--- config.mk ---
export PLATFORM = sky130hd
export DESIGN_NAME = rgb_led_matrix_scan_driver
export DESIGN_NICKNAME = d
export VERILOG_FILES = /design/src/design/rgbm_pkg.sv /design/src/design/rgbm_frame_store.sv /design/src/design/rgbm_scan_seq.sv /design/src/design/rgb_led_matrix_scan_driver.sv
export SDC_FILE = /design/constraint.sdc
export NUM_CORES = 2
export LEC_CHECK = 0
export ABC_AREA = 1
export BUFFER_PORTS_ARGS = -buffer_cell sky130_fd_sc_hd__buf_2
export CORE_AREA = 3 3 192 381
export DETAILED_ROUTE_END_ITERATION = 12
export DIE_AREA = 0 0 195 384
export HOLD_SLACK_MARGIN = 0.08
export PLACE_DENSITY = 0.87
export SLEW_MARGIN = 10
export SYNTH_ARGS = -nofsm -noshare
export SYNTH_HDL_FRONTEND = slang
export SYNTH_SLANG_ARGS = --single-unit
--- constraint.sdc ---
create_clock -name clk_i -period 3.2 [get_ports clk_i]
set_clock_uncertainty 0.05 [all_clocks]
set_input_delay 0.8 -clock clk_i [delete_from_list [all_inputs] [get_ports clk_i]]
set_output_delay 0.8 -clock clk_i [all_outputs]
set_load 0.05 [all_outputs]
--- src/design/rgbm_pkg.sv ---
package rgbm_pkg;

  typedef enum logic [1:0] {
    REQ_SET_DOT = 2'd0,
    REQ_CLEAR   = 2'd1,
    REQ_DRAW    = 2'd2,
    REQ_TICK    = 2'd3
  } req_e;

  typedef enum logic [2:0] {
    PH_IDLE   = 3'd0,
    PH_ADDR   = 3'd1,
    PH_SHIFT  = 3'd2,
    PH_LE_HI  = 3'd3,
    PH_LE_LO  = 3'd4,
    PH_OE_LO  = 3'd5,
    PH_DWELL  = 3'd6,
    PH_FINISH = 3'd7
  } phase_e;

  // pin levels driven toward the panel plus the pass flag
  typedef struct packed {
    logic [2:0] row;
    logic       oe;
    logic       le;
    logic       sdi;
    logic       clk;
    logic       busy;
  } pins_t;

  localparam int unsigned BlueOffset   = 16;
  localparam int unsigned RedOffset    = 32;
  localparam int unsigned OddRowOffset = 48;

  localparam logic [15:0] DwellReset = 16'd300;
  localparam logic [2:0]  RowPark    = 3'd7;

endpackage

--- src/design/rgbm_frame_store.sv ---
module rgbm_frame_store #(
  parameter int unsigned SCAN_LINES = 8,
  parameter int unsigned LINE_BITS  = 96,
  localparam int unsigned LW = (SCAN_LINES > 1) ? $clog2(SCAN_LINES) : 1,
  localparam int unsigned BW = $clog2(LINE_BITS)
) (
  input  logic          clk_i,
  input  logic          rst_ni,
  input  logic          set_i,
  input  logic          clr_i,
  input  logic [3:0]    dot_x_i,
  input  logic [3:0]    dot_y_i,
  input  logic          red_i,
  input  logic          green_i,
  input  logic          blue_i,
  input  logic [LW-1:0] rd_line_i,
  input  logic [BW-1:0] rd_bit_i,
  output logic          rd_data_o
);

  logic [SCAN_LINES-1:0][LINE_BITS-1:0] frame_q;

  logic [2:0]    dot_line;
  logic [5:0]    dot_off;
  logic          line_ok;
  logic [LW-1:0] wr_line;
  logic [BW-1:0] off_g;
  logic [BW-1:0] off_b;
  logic [BW-1:0] off_r;

  assign dot_line = dot_y_i[3:1];
  assign dot_off  = {2'b00, dot_x_i} + (dot_y_i[0] ? 6'(rgbm_pkg::OddRowOffset) : 6'd0);
  assign line_ok  = (32'(dot_line) < SCAN_LINES) &&
                    (32'(dot_off) + rgbm_pkg::RedOffset < LINE_BITS);
  assign wr_line  = LW'(dot_line);
  assign off_g    = BW'(dot_off);
  assign off_b    = BW'(32'(dot_off) + rgbm_pkg::BlueOffset);
  assign off_r    = BW'(32'(dot_off) + rgbm_pkg::RedOffset);

  always_ff @(posedge clk_i or negedge rst_ni) begin
    if (!rst_ni) begin
      frame_q <= '0;
    end else if (clr_i) begin
      frame_q <= '0;
    end else if (set_i && line_ok) begin
      frame_q[wr_line][off_g] <= green_i;
      frame_q[wr_line][off_b] <= blue_i;
      frame_q[wr_line][off_r] <= red_i;
    end
  end

  assign rd_data_o = frame_q[rd_line_i][rd_bit_i];

endmodule

--- src/design/rgbm_scan_seq.sv ---
module rgbm_scan_seq #(
  parameter int unsigned SCAN_LINES = 8,
  parameter int unsigned LINE_BITS  = 96,
  localparam int unsigned LW = (SCAN_LINES > 1) ? $clog2(SCAN_LINES) : 1,
  localparam int unsigned BW = $clog2(LINE_BITS)
) (
  input  logic            clk_i,
  input  logic            rst_ni,
  input  logic            step_i,
  input  rgbm_pkg::req_e  req_i,
  input  logic [15:0]     dwell_ticks_i,
  input  logic            frame_bit_i,
  output logic [LW-1:0]   rd_line_o,
  output logic [BW-1:0]   rd_bit_o,
  output rgbm_pkg::pins_t pins_o
);

  localparam logic [LW-1:0] LastLine = LW'(SCAN_LINES - 1);
  localparam logic [BW-1:0] LastBit  = BW'(LINE_BITS - 1);

  rgbm_pkg::phase_e phase_q, phase_d;
  logic [LW-1:0]    line_q, line_d;
  logic [BW-1:0]    bit_q, bit_d;
  logic             half_q, half_d;
  logic [15:0]      dwell_q, dwell_d;
  rgbm_pkg::pins_t  pins_q, pins_d;
  logic [15:0]      dwell_dec;

  assign dwell_dec = dwell_q - 16'd1;

  always_comb begin
    phase_d = phase_q;
    line_d  = line_q;
    bit_d   = bit_q;
    half_d  = half_q;
    dwell_d = dwell_q;
    pins_d  = pins_q;
    if (step_i) begin
      unique case (req_i)
        rgbm_pkg::REQ_SET_DOT, rgbm_pkg::REQ_CLEAR: begin
        end
        rgbm_pkg::REQ_DRAW: begin
          if (phase_q == rgbm_pkg::PH_IDLE) begin
            line_d  = '0;
            bit_d   = '0;
            half_d  = 1'b0;
            phase_d = rgbm_pkg::PH_ADDR;
          end
        end
        rgbm_pkg::REQ_TICK: begin
          unique case (phase_q)
            rgbm_pkg::PH_IDLE: begin
            end
            rgbm_pkg::PH_ADDR: begin
              pins_d.row = ~(3'(line_q));
              pins_d.oe  = 1'b1;
              bit_d      = '0;
              half_d     = 1'b0;
              phase_d    = rgbm_pkg::PH_SHIFT;
            end
            rgbm_pkg::PH_SHIFT: begin
              if (!half_q) begin
                pins_d.sdi = frame_bit_i;
                pins_d.clk = 1'b1;
                half_d     = 1'b1;
              end else begin
                pins_d.clk = 1'b0;
                half_d     = 1'b0;
                bit_d      = bit_q + 1'b1;
                if (bit_q == LastBit) begin
                  phase_d = rgbm_pkg::PH_LE_HI;
                end
              end
            end
            rgbm_pkg::PH_LE_HI: begin
              pins_d.le = 1'b1;
              phase_d   = rgbm_pkg::PH_LE_LO;
            end
            rgbm_pkg::PH_LE_LO: begin
              pins_d.le = 1'b0;
              phase_d   = rgbm_pkg::PH_OE_LO;
            end
            rgbm_pkg::PH_OE_LO: begin
              pins_d.oe = 1'b0;
              dwell_d   = dwell_ticks_i;
              if (dwell_ticks_i != 16'd0) begin
                phase_d = rgbm_pkg::PH_DWELL;
              end else if (line_q != LastLine) begin
                line_d  = line_q + 1'b1;
                phase_d = rgbm_pkg::PH_ADDR;
              end else begin
                phase_d = rgbm_pkg::PH_FINISH;
              end
            end
            rgbm_pkg::PH_DWELL: begin
              dwell_d = dwell_dec;
              if (dwell_dec == 16'd0) begin
                if (line_q != LastLine) begin
                  line_d  = line_q + 1'b1;
                  phase_d = rgbm_pkg::PH_ADDR;
                end else begin
                  phase_d = rgbm_pkg::PH_FINISH;
                end
              end
            end
            rgbm_pkg::PH_FINISH: begin
              pins_d.row = rgbm_pkg::RowPark;
              pins_d.oe  = 1'b1;
              line_d     = '0;
              phase_d    = rgbm_pkg::PH_IDLE;
            end
          endcase
        end
      endcase
    end
    pins_d.busy = (phase_d != rgbm_pkg::PH_IDLE);
  end

  always_ff @(posedge clk_i or negedge rst_ni) begin
    if (!rst_ni) begin
      phase_q <= rgbm_pkg::PH_IDLE;
      line_q  <= '0;
      bit_q   <= '0;
      half_q  <= 1'b0;
      dwell_q <= '0;
      pins_q  <= '{row: rgbm_pkg::RowPark, oe: 1'b1, le: 1'b0, sdi: 1'b0, clk: 1'b0,
                   busy: 1'b0};
    end else begin
      phase_q <= phase_d;
      line_q  <= line_d;
      bit_q   <= bit_d;
      half_q  <= half_d;
      dwell_q <= dwell_d;
      pins_q  <= pins_d;
    end
  end

  assign rd_line_o = line_q;
  assign rd_bit_o  = bit_q;
  assign pins_o    = pins_d;

  // the clock half flag only lives inside a line shift
  assert property (@(posedge clk_i) disable iff (!rst_ni)
    half_q |-> phase_q == rgbm_pkg::PH_SHIFT)
    else $error("clock half set outside shift phase");

  // an idle sequencer always parks on line zero
  assert property (@(posedge clk_i) disable iff (!rst_ni)
    phase_q == rgbm_pkg::PH_IDLE |-> line_q == '0)
    else $error("idle sequencer left off line zero");

  // stored busy flag tracks the phase
  assert property (@(posedge clk_i) disable iff (!rst_ni)
    pins_q.busy == (phase_q != rgbm_pkg::PH_IDLE))
    else $error("busy flag out of step with phase");

endmodule

--- src/design/rgb_led_matrix_scan_driver.sv ---
// Frame buffer and scan driver for a multiplexed RGB LED matrix of SCAN_LINES
// lines of LINE_BITS serial bits. Every accepted transaction (set dot, clear,
// start draw, tick) yields exactly one result transaction carrying the panel
// pin levels after that transaction; a tick moves the pin sequence one step.
// One transaction is taken per clock while the output is not back-pressured;
// it is held in the input register, and its result is then captured in the
// output register as the scan sequencer and flip-flop frame store update; the
// input register can hold one more transaction while an earlier result waits.
// dwell_ticks may only be written while no transaction is in flight.
module rgb_led_matrix_scan_driver #(
  parameter int unsigned SCAN_LINES = 8,
  parameter int unsigned LINE_BITS  = 96
) (
  input  logic        clk_i,
  input  logic        rst_ni,
  input  logic        cfg_we_i,
  input  logic [15:0] cfg_wdata_i,
  input  logic        in_valid_i,
  output logic        in_ready_o,
  input  logic [1:0]  req_type_i,
  input  logic [3:0]  dot_x_i,
  input  logic [3:0]  dot_y_i,
  input  logic        red_on_i,
  input  logic        green_on_i,
  input  logic        blue_on_i,
  output logic        out_valid_o,
  input  logic        out_ready_i,
  output logic [2:0]  row_select_o,
  output logic        output_enable_o,
  output logic        latch_enable_o,
  output logic        serial_data_o,
  output logic        shift_clock_o,
  output logic        frame_busy_o
);

  localparam int unsigned LW = (SCAN_LINES > 1) ? $clog2(SCAN_LINES) : 1;
  localparam int unsigned BW = $clog2(LINE_BITS);

  logic [15:0] dwell_q;

  logic       in_valid_q;
  logic [1:0] req_q;
  logic [3:0] dot_x_q;
  logic [3:0] dot_y_q;
  logic       red_q;
  logic       green_q;
  logic       blue_q;

  logic            out_valid_q;
  rgbm_pkg::pins_t out_pins_q;
  rgbm_pkg::pins_t pins_next;

  rgbm_pkg::req_e req;
  logic           advance;
  logic           take;
  logic [LW-1:0]  rd_line;
  logic [BW-1:0]  rd_bit;
  logic           rd_data;

  assign req        = rgbm_pkg::req_e'(req_q);
  assign advance    = in_valid_q && (!out_valid_q || out_ready_i);
  assign in_ready_o = !in_valid_q || advance;
  assign take       = in_valid_i && in_ready_o;

  always_ff @(posedge clk_i or negedge rst_ni) begin
    if (!rst_ni) begin
      dwell_q <= rgbm_pkg::DwellReset;
    end else if (cfg_we_i) begin
      dwell_q <= cfg_wdata_i;
    end
  end

  always_ff @(posedge clk_i or negedge rst_ni) begin
    if (!rst_ni) begin
      in_valid_q <= 1'b0;
    end else if (take) begin
      in_valid_q <= 1'b1;
    end else if (advance) begin
      in_valid_q <= 1'b0;
    end
  end

  always_ff @(posedge clk_i) begin
    if (take) begin
      req_q   <= req_type_i;
      dot_x_q <= dot_x_i;
      dot_y_q <= dot_y_i;
      red_q   <= red_on_i;
      green_q <= green_on_i;
      blue_q  <= blue_on_i;
    end
  end

  rgbm_frame_store #(
    .SCAN_LINES(SCAN_LINES),
    .LINE_BITS (LINE_BITS)
  ) u_store (
    .clk_i    (clk_i),
    .rst_ni   (rst_ni),
    .set_i    (advance && req == rgbm_pkg::REQ_SET_DOT),
    .clr_i    (advance && req == rgbm_pkg::REQ_CLEAR),
    .dot_x_i  (dot_x_q),
    .dot_y_i  (dot_y_q),
    .red_i    (red_q),
    .green_i  (green_q),
    .blue_i   (blue_q),
    .rd_line_i(rd_line),
    .rd_bit_i (rd_bit),
    .rd_data_o(rd_data)
  );

  rgbm_scan_seq #(
    .SCAN_LINES(SCAN_LINES),
    .LINE_BITS (LINE_BITS)
  ) u_seq (
    .clk_i        (clk_i),
    .rst_ni       (rst_ni),
    .step_i       (advance),
    .req_i        (req),
    .dwell_ticks_i(dwell_q),
    .frame_bit_i  (rd_data),
    .rd_line_o    (rd_line),
    .rd_bit_o     (rd_bit),
    .pins_o       (pins_next)
  );

  always_ff @(posedge clk_i or negedge rst_ni) begin
    if (!rst_ni) begin
      out_valid_q <= 1'b0;
    end else if (advance) begin
      out_valid_q <= 1'b1;
    end else if (out_ready_i) begin
      out_valid_q <= 1'b0;
    end
  end

  always_ff @(posedge clk_i) begin
    if (advance) begin
      out_pins_q <= pins_next;
    end
  end

  assign out_valid_o     = out_valid_q;
  assign row_select_o    = out_pins_q.row;
  assign output_enable_o = out_pins_q.oe;
  assign latch_enable_o  = out_pins_q.le;
  assign serial_data_o   = out_pins_q.sdi;
  assign shift_clock_o   = out_pins_q.clk;
  assign frame_busy_o    = out_pins_q.busy;

  // input side only stalls when a result is held up downstream
  assert property (@(posedge clk_i) disable iff (!rst_ni)
    !in_ready_o |-> out_valid_o && !out_ready_i)
    else $error("input stalled without output back-pressure");

  // latch pulse always happens while the panel is blanked
  assert property (@(posedge clk_i) disable iff (!rst_ni)
    out_valid_o && latch_enable_o |-> output_enable_o)
    else $error("latch pulse with outputs enabled");

  // shift clock only toggles during a frame pass
  assert property (@(posedge clk_i) disable iff (!rst_ni)
    out_valid_o && shift_clock_o |-> frame_busy_o)
    else $error("shift clock high outside a frame pass");

endmodule
==> run summary <==
In the final timing run, aggregate negative setup slack is 0 ns. The timing-limited maximum frequency is 352 MHz. For this run, design rule violations remaining after detail routing come to 0. The first global-routing pass estimated 200000 µm of wire.

The total number of placement rows came out at 138. The most frequent standard cell in the layout excluding fill and tap cells was sky130_fd_sc_hd__nand2_1. Data on the critical path is required at its endpoint by 3.55 ns. STA puts the critical path data arrival time at 3.19 ns. Setup repair after global routing left no endpoint under its margin.

In the final layout, the share of cells above drive strength 1 is 5.56%. The worst slew margin relative to its limit is 19.5%. The number of instances in the synthesized netlist was 5643. The count of TritonRoute iterations in the first routing pass is 7, and the number of global-route vias before repair is 40.1k. The clock tree synthesis step divided the H-tree into 3 levels. The clock reaches the later pin of the worst-skew pair after 0.65 ns. In this run, synthesis produced a sequential element count of 844.

No sink is reached through more buffers than the 3 on the longest clock path. The largest single stage delay on the critical path is 0.48 ns. The setup slack after placement was 0.319 ns. The min-delay analysis places its worst path in the category in -> reg. Number of max-slew violations in the final report: 0. The worst-margin pin slew works out to 1.21 ns.

Max-cap violations in this run came to 0. The die extent in y is 384 µm. In this run the clock root is driven by a sky130_fd_sc_hd__clkbuf_16. The critical path goes through buf_12 > buf_12 > nor2_1 > o21ai_1 > nand3_1 > nand3_1 > nand2_1 > nand2_1 > nand2_1 > nor2_1 > nand2_1 > nand3_1 > nand3_1 > nand3_1 > a21oi_1.

The floorplan step defined a core boundary enclosing 70800 µm². The clock-pin slew on the worst setup and hold paths works out to 0.08 ns. The logs give 0.362 ns for the worst-case setup margin in the final layout and 50.4% for the sequential-to-total area share from yosys stat. For this design the static power due to leakage is 20.2 nW. The number of nets handed over by synthesis was 5682. The critical path start-end classification is reg -> reg.

The area growth from synthesis to layout is 8.19%. The total I/O pin count came out at 44. The footprint of the flip-flops and latches was 21200 µm²; the overflow left after global routing was 0. The worst setup path is launched from a register. The most numerous cell type found on the critical path is sky130_fd_sc_hd__nand3_1. The floorplan step defined a die boundary enclosing 74900 µm². Setup violations remaining at the end of the flow were counted as 0.

The number of nets in the finished design is 5601. The total CTS buffers is 70. IR analysis of the VDD net gives a maximum drop of 0.712 mV. The run finished with clean final reports. The library cells used most frequently in the layout, excluding fill and tap cells, are sky130_fd_sc_hd__nand2_1, sky130_fd_sc_hd__dfrtp_1, sky130_fd_sc_hd__o21ai_0. Counting distinct cell types in the post-synthesis netlist gives 44. Of the available clock period, the critical path in the final layout requires 88.7%. The logs give 17100 µm² for the area of the multi-input gates and 0 for the post-CTS repair timing setup buffer count. Kind of end point of the critical path: a register. The post-route standard cell area excluding fillers is 45500 µm². TritonCTS built the clock tree. After detailed placement, the total cell area comes to 43200 µm². The HPWL after detailed placement was 78200 µm.

The logs give 844 for the clock sink count and 5743 for the total of fill cells in the finished design. Among all stages on the critical path, the largest delay is contributed by sky130_fd_sc_hd__dfrtp_4. Power spread over the standard cell area amounts to 679 nW/µm². The commonest register cell after synthesis is sky130_fd_sc_hd__dfrtp_1. The top fanout value on the critical path is 66, and the effective utilization at floorplan is 59.5%. The number of antenna violations at the first check in global routing was 0. The maximum number of pins on one net before global-route repair is 115. The overall via count from detail_route was 39.2k.

In this run the mean area of a mapped cell was 7.46 µm². The final standard cell utilization of the core was 64.3%. The tools report the final count of hold timing violations as 0. For this run, asynchronously set or reset flops after synthesis account for 97.5%. The cell area after technology mapping is 42100 µm², and the total length of routed wires is 124000 µm.

The number of enable flip-flop cells after synthesis was 21. After the first detailed-routing iteration, the DRC count stood at 4301. The die is 195 µm wide. The count of input and output buffers came out at 43. Across every metal layer, demand over resource in global routing totals 33.0%. After detailed routing, the number of vias per cell comes to 6.01. The smallest clock period supported by the final layout is computed as 2.84 ns. Total power: 30.9 mW. After detailed routing, the average wire length per cell comes to 19.0 µm. The run gives 0 as the total number of yosys warnings. The tools report the global placer's final weighted congestion as 0.948.

Once detail routing completed, the nets flagged for antenna violations numbered 0.
==> metrics by stage <==
stage	std cells	hold WS, ns
floorplan	5643	0.398
global placement	6399	0.415
detailed placement	6399	0.419
CTS	6526	0.265
global route	6526	0.266
finish	6527	0.271
==> path summary, 6_finish.rpt <==
path                                                       start                               end  slack, ns  cells after the start
min in group asynchronous                                 rst_ni  u_store.frame_q[150]$_DFFE_PN0P_       0.62                      2
worst min register to register  u_store.frame_q[429]$_DFFE_PN0P_  u_store.frame_q[429]$_DFFE_PN0P_       0.44                      2
worst max-delay path              u_seq.rd_line_o[1]$_DFFE_PN0P_           serial_data_o$_DFFE_PP_       0.36                     15
max in group asynchronous                                 rst_ni  u_store.frame_q[336]$_DFFE_PN0P_       1.46                      3
worst max register to register    u_seq.rd_line_o[1]$_DFFE_PN0P_           serial_data_o$_DFFE_PP_       0.36                     15
worst min-delay path                               req_type_i[1]                  req[1]$_DFFE_PP_       0.27                      1
==> where the power goes <==
part           internal (mW)  total (mW)  leakage [nW]  switching, mW
clock network           4.84        8.85          1.14           4.01
registers               11.1        11.5          11.6          0.381
logic                   2.98        10.6          7.49           7.61
==> worst max-delay path, delay by kind of cell, from the launching register on <==
| kind | cells | cell delay (ns) |
|---|---|---|
| flops | 1 | 0.48 |
| buf+inv | 2 | 0.65 |
| simple gates | 11 | 1.12 |
| compound gates | 2 | 0.16 |
==> what timing repair did <==
item                                   4_1_cts  5_1_grt
resized for setup                            0        0
endpoints found under the hold margin       19        0
hold buffers                                 1        0
==> area by class of cell <==
type                    count  share of cell area (%)
inverters                 561                    4.66
clock inverters            27                   0.681
diodes                      1                 0.00549
clock buffers              99                    4.35
well taps                 910                    2.50
multi-input cells        3931                    37.6
flip-flops and latches    844                    46.7
repair buffers            154                    3.51
==> sequential cells by signal, indices dropped and copies added (netlist names), 4 cells and up <==
signal and flops:
dot_x_q 4, dot_y_q 4, dwell_q 16, u_seq.dwell_q 16, u_seq.pins_q 7, u_seq.rd_bit_o 7, u_store.frame_q 768
==> metal layers <==
metal,global-route usage (%),wire length (µm)
met5,0,0
met4,28.0,11600
met3,5.87,10800
met2,55.8,60600
met1,35.8,40900
==> cells by family after synthesis <==
family	after synthesis	share of synthesized area, %
AOI/OAI and AO/OA	996	12.3
DFF	844	50.4
buffers and inverters	868	8.90
muxes	2	0.0535
adders and majority gates	5	0.149
xor gates and xnor gates	6	0.125
and+or+nand+nor	2922	28.0
==> synth_stat cells (4+ instances only) <==
library cell / count / area [µm²]
sky130_fd_sc_hd__a21oi_1: 53 / 265
sky130_fd_sc_hd__a31oi_1: 4 / 25.0
sky130_fd_sc_hd__buf_1: 14 / 52.6
sky130_fd_sc_hd__buf_2: 109 / 546
sky130_fd_sc_hd__buf_4: 43 / 323
sky130_fd_sc_hd__buf_6: 23 / 259
sky130_fd_sc_hd__clkbuf_1: 113 / 424
sky130_fd_sc_hd__clkbuf_2: 5 / 25.0
sky130_fd_sc_hd__dfrtp_1: 815 / 20400
sky130_fd_sc_hd__dfstp_2: 8 / 210
sky130_fd_sc_hd__edfxtp_1: 21 / 631
sky130_fd_sc_hd__ha_1: 5 / 62.6
sky130_fd_sc_hd__inv_1: 549 / 2060
sky130_fd_sc_hd__inv_2: 7 / 26.3
sky130_fd_sc_hd__nand2_1: 1637 / 6140
sky130_fd_sc_hd__nand3_1: 524 / 2620
sky130_fd_sc_hd__nand4_1: 9 / 56.3
sky130_fd_sc_hd__nor2_1: 712 / 2670
sky130_fd_sc_hd__nor2_2: 6 / 37.5
sky130_fd_sc_hd__nor2_4: 7 / 78.8
sky130_fd_sc_hd__nor3_1: 15 / 75.1
sky130_fd_sc_hd__o211ai_1: 30 / 225
sky130_fd_sc_hd__o21ai_0: 791 / 3960
sky130_fd_sc_hd__o21ai_1: 30 / 150
sky130_fd_sc_hd__o22ai_1: 84 / 526
sky130_fd_sc_hd__xor2_1: 5 / 43.8
Power figures use the tool's default switching activity.
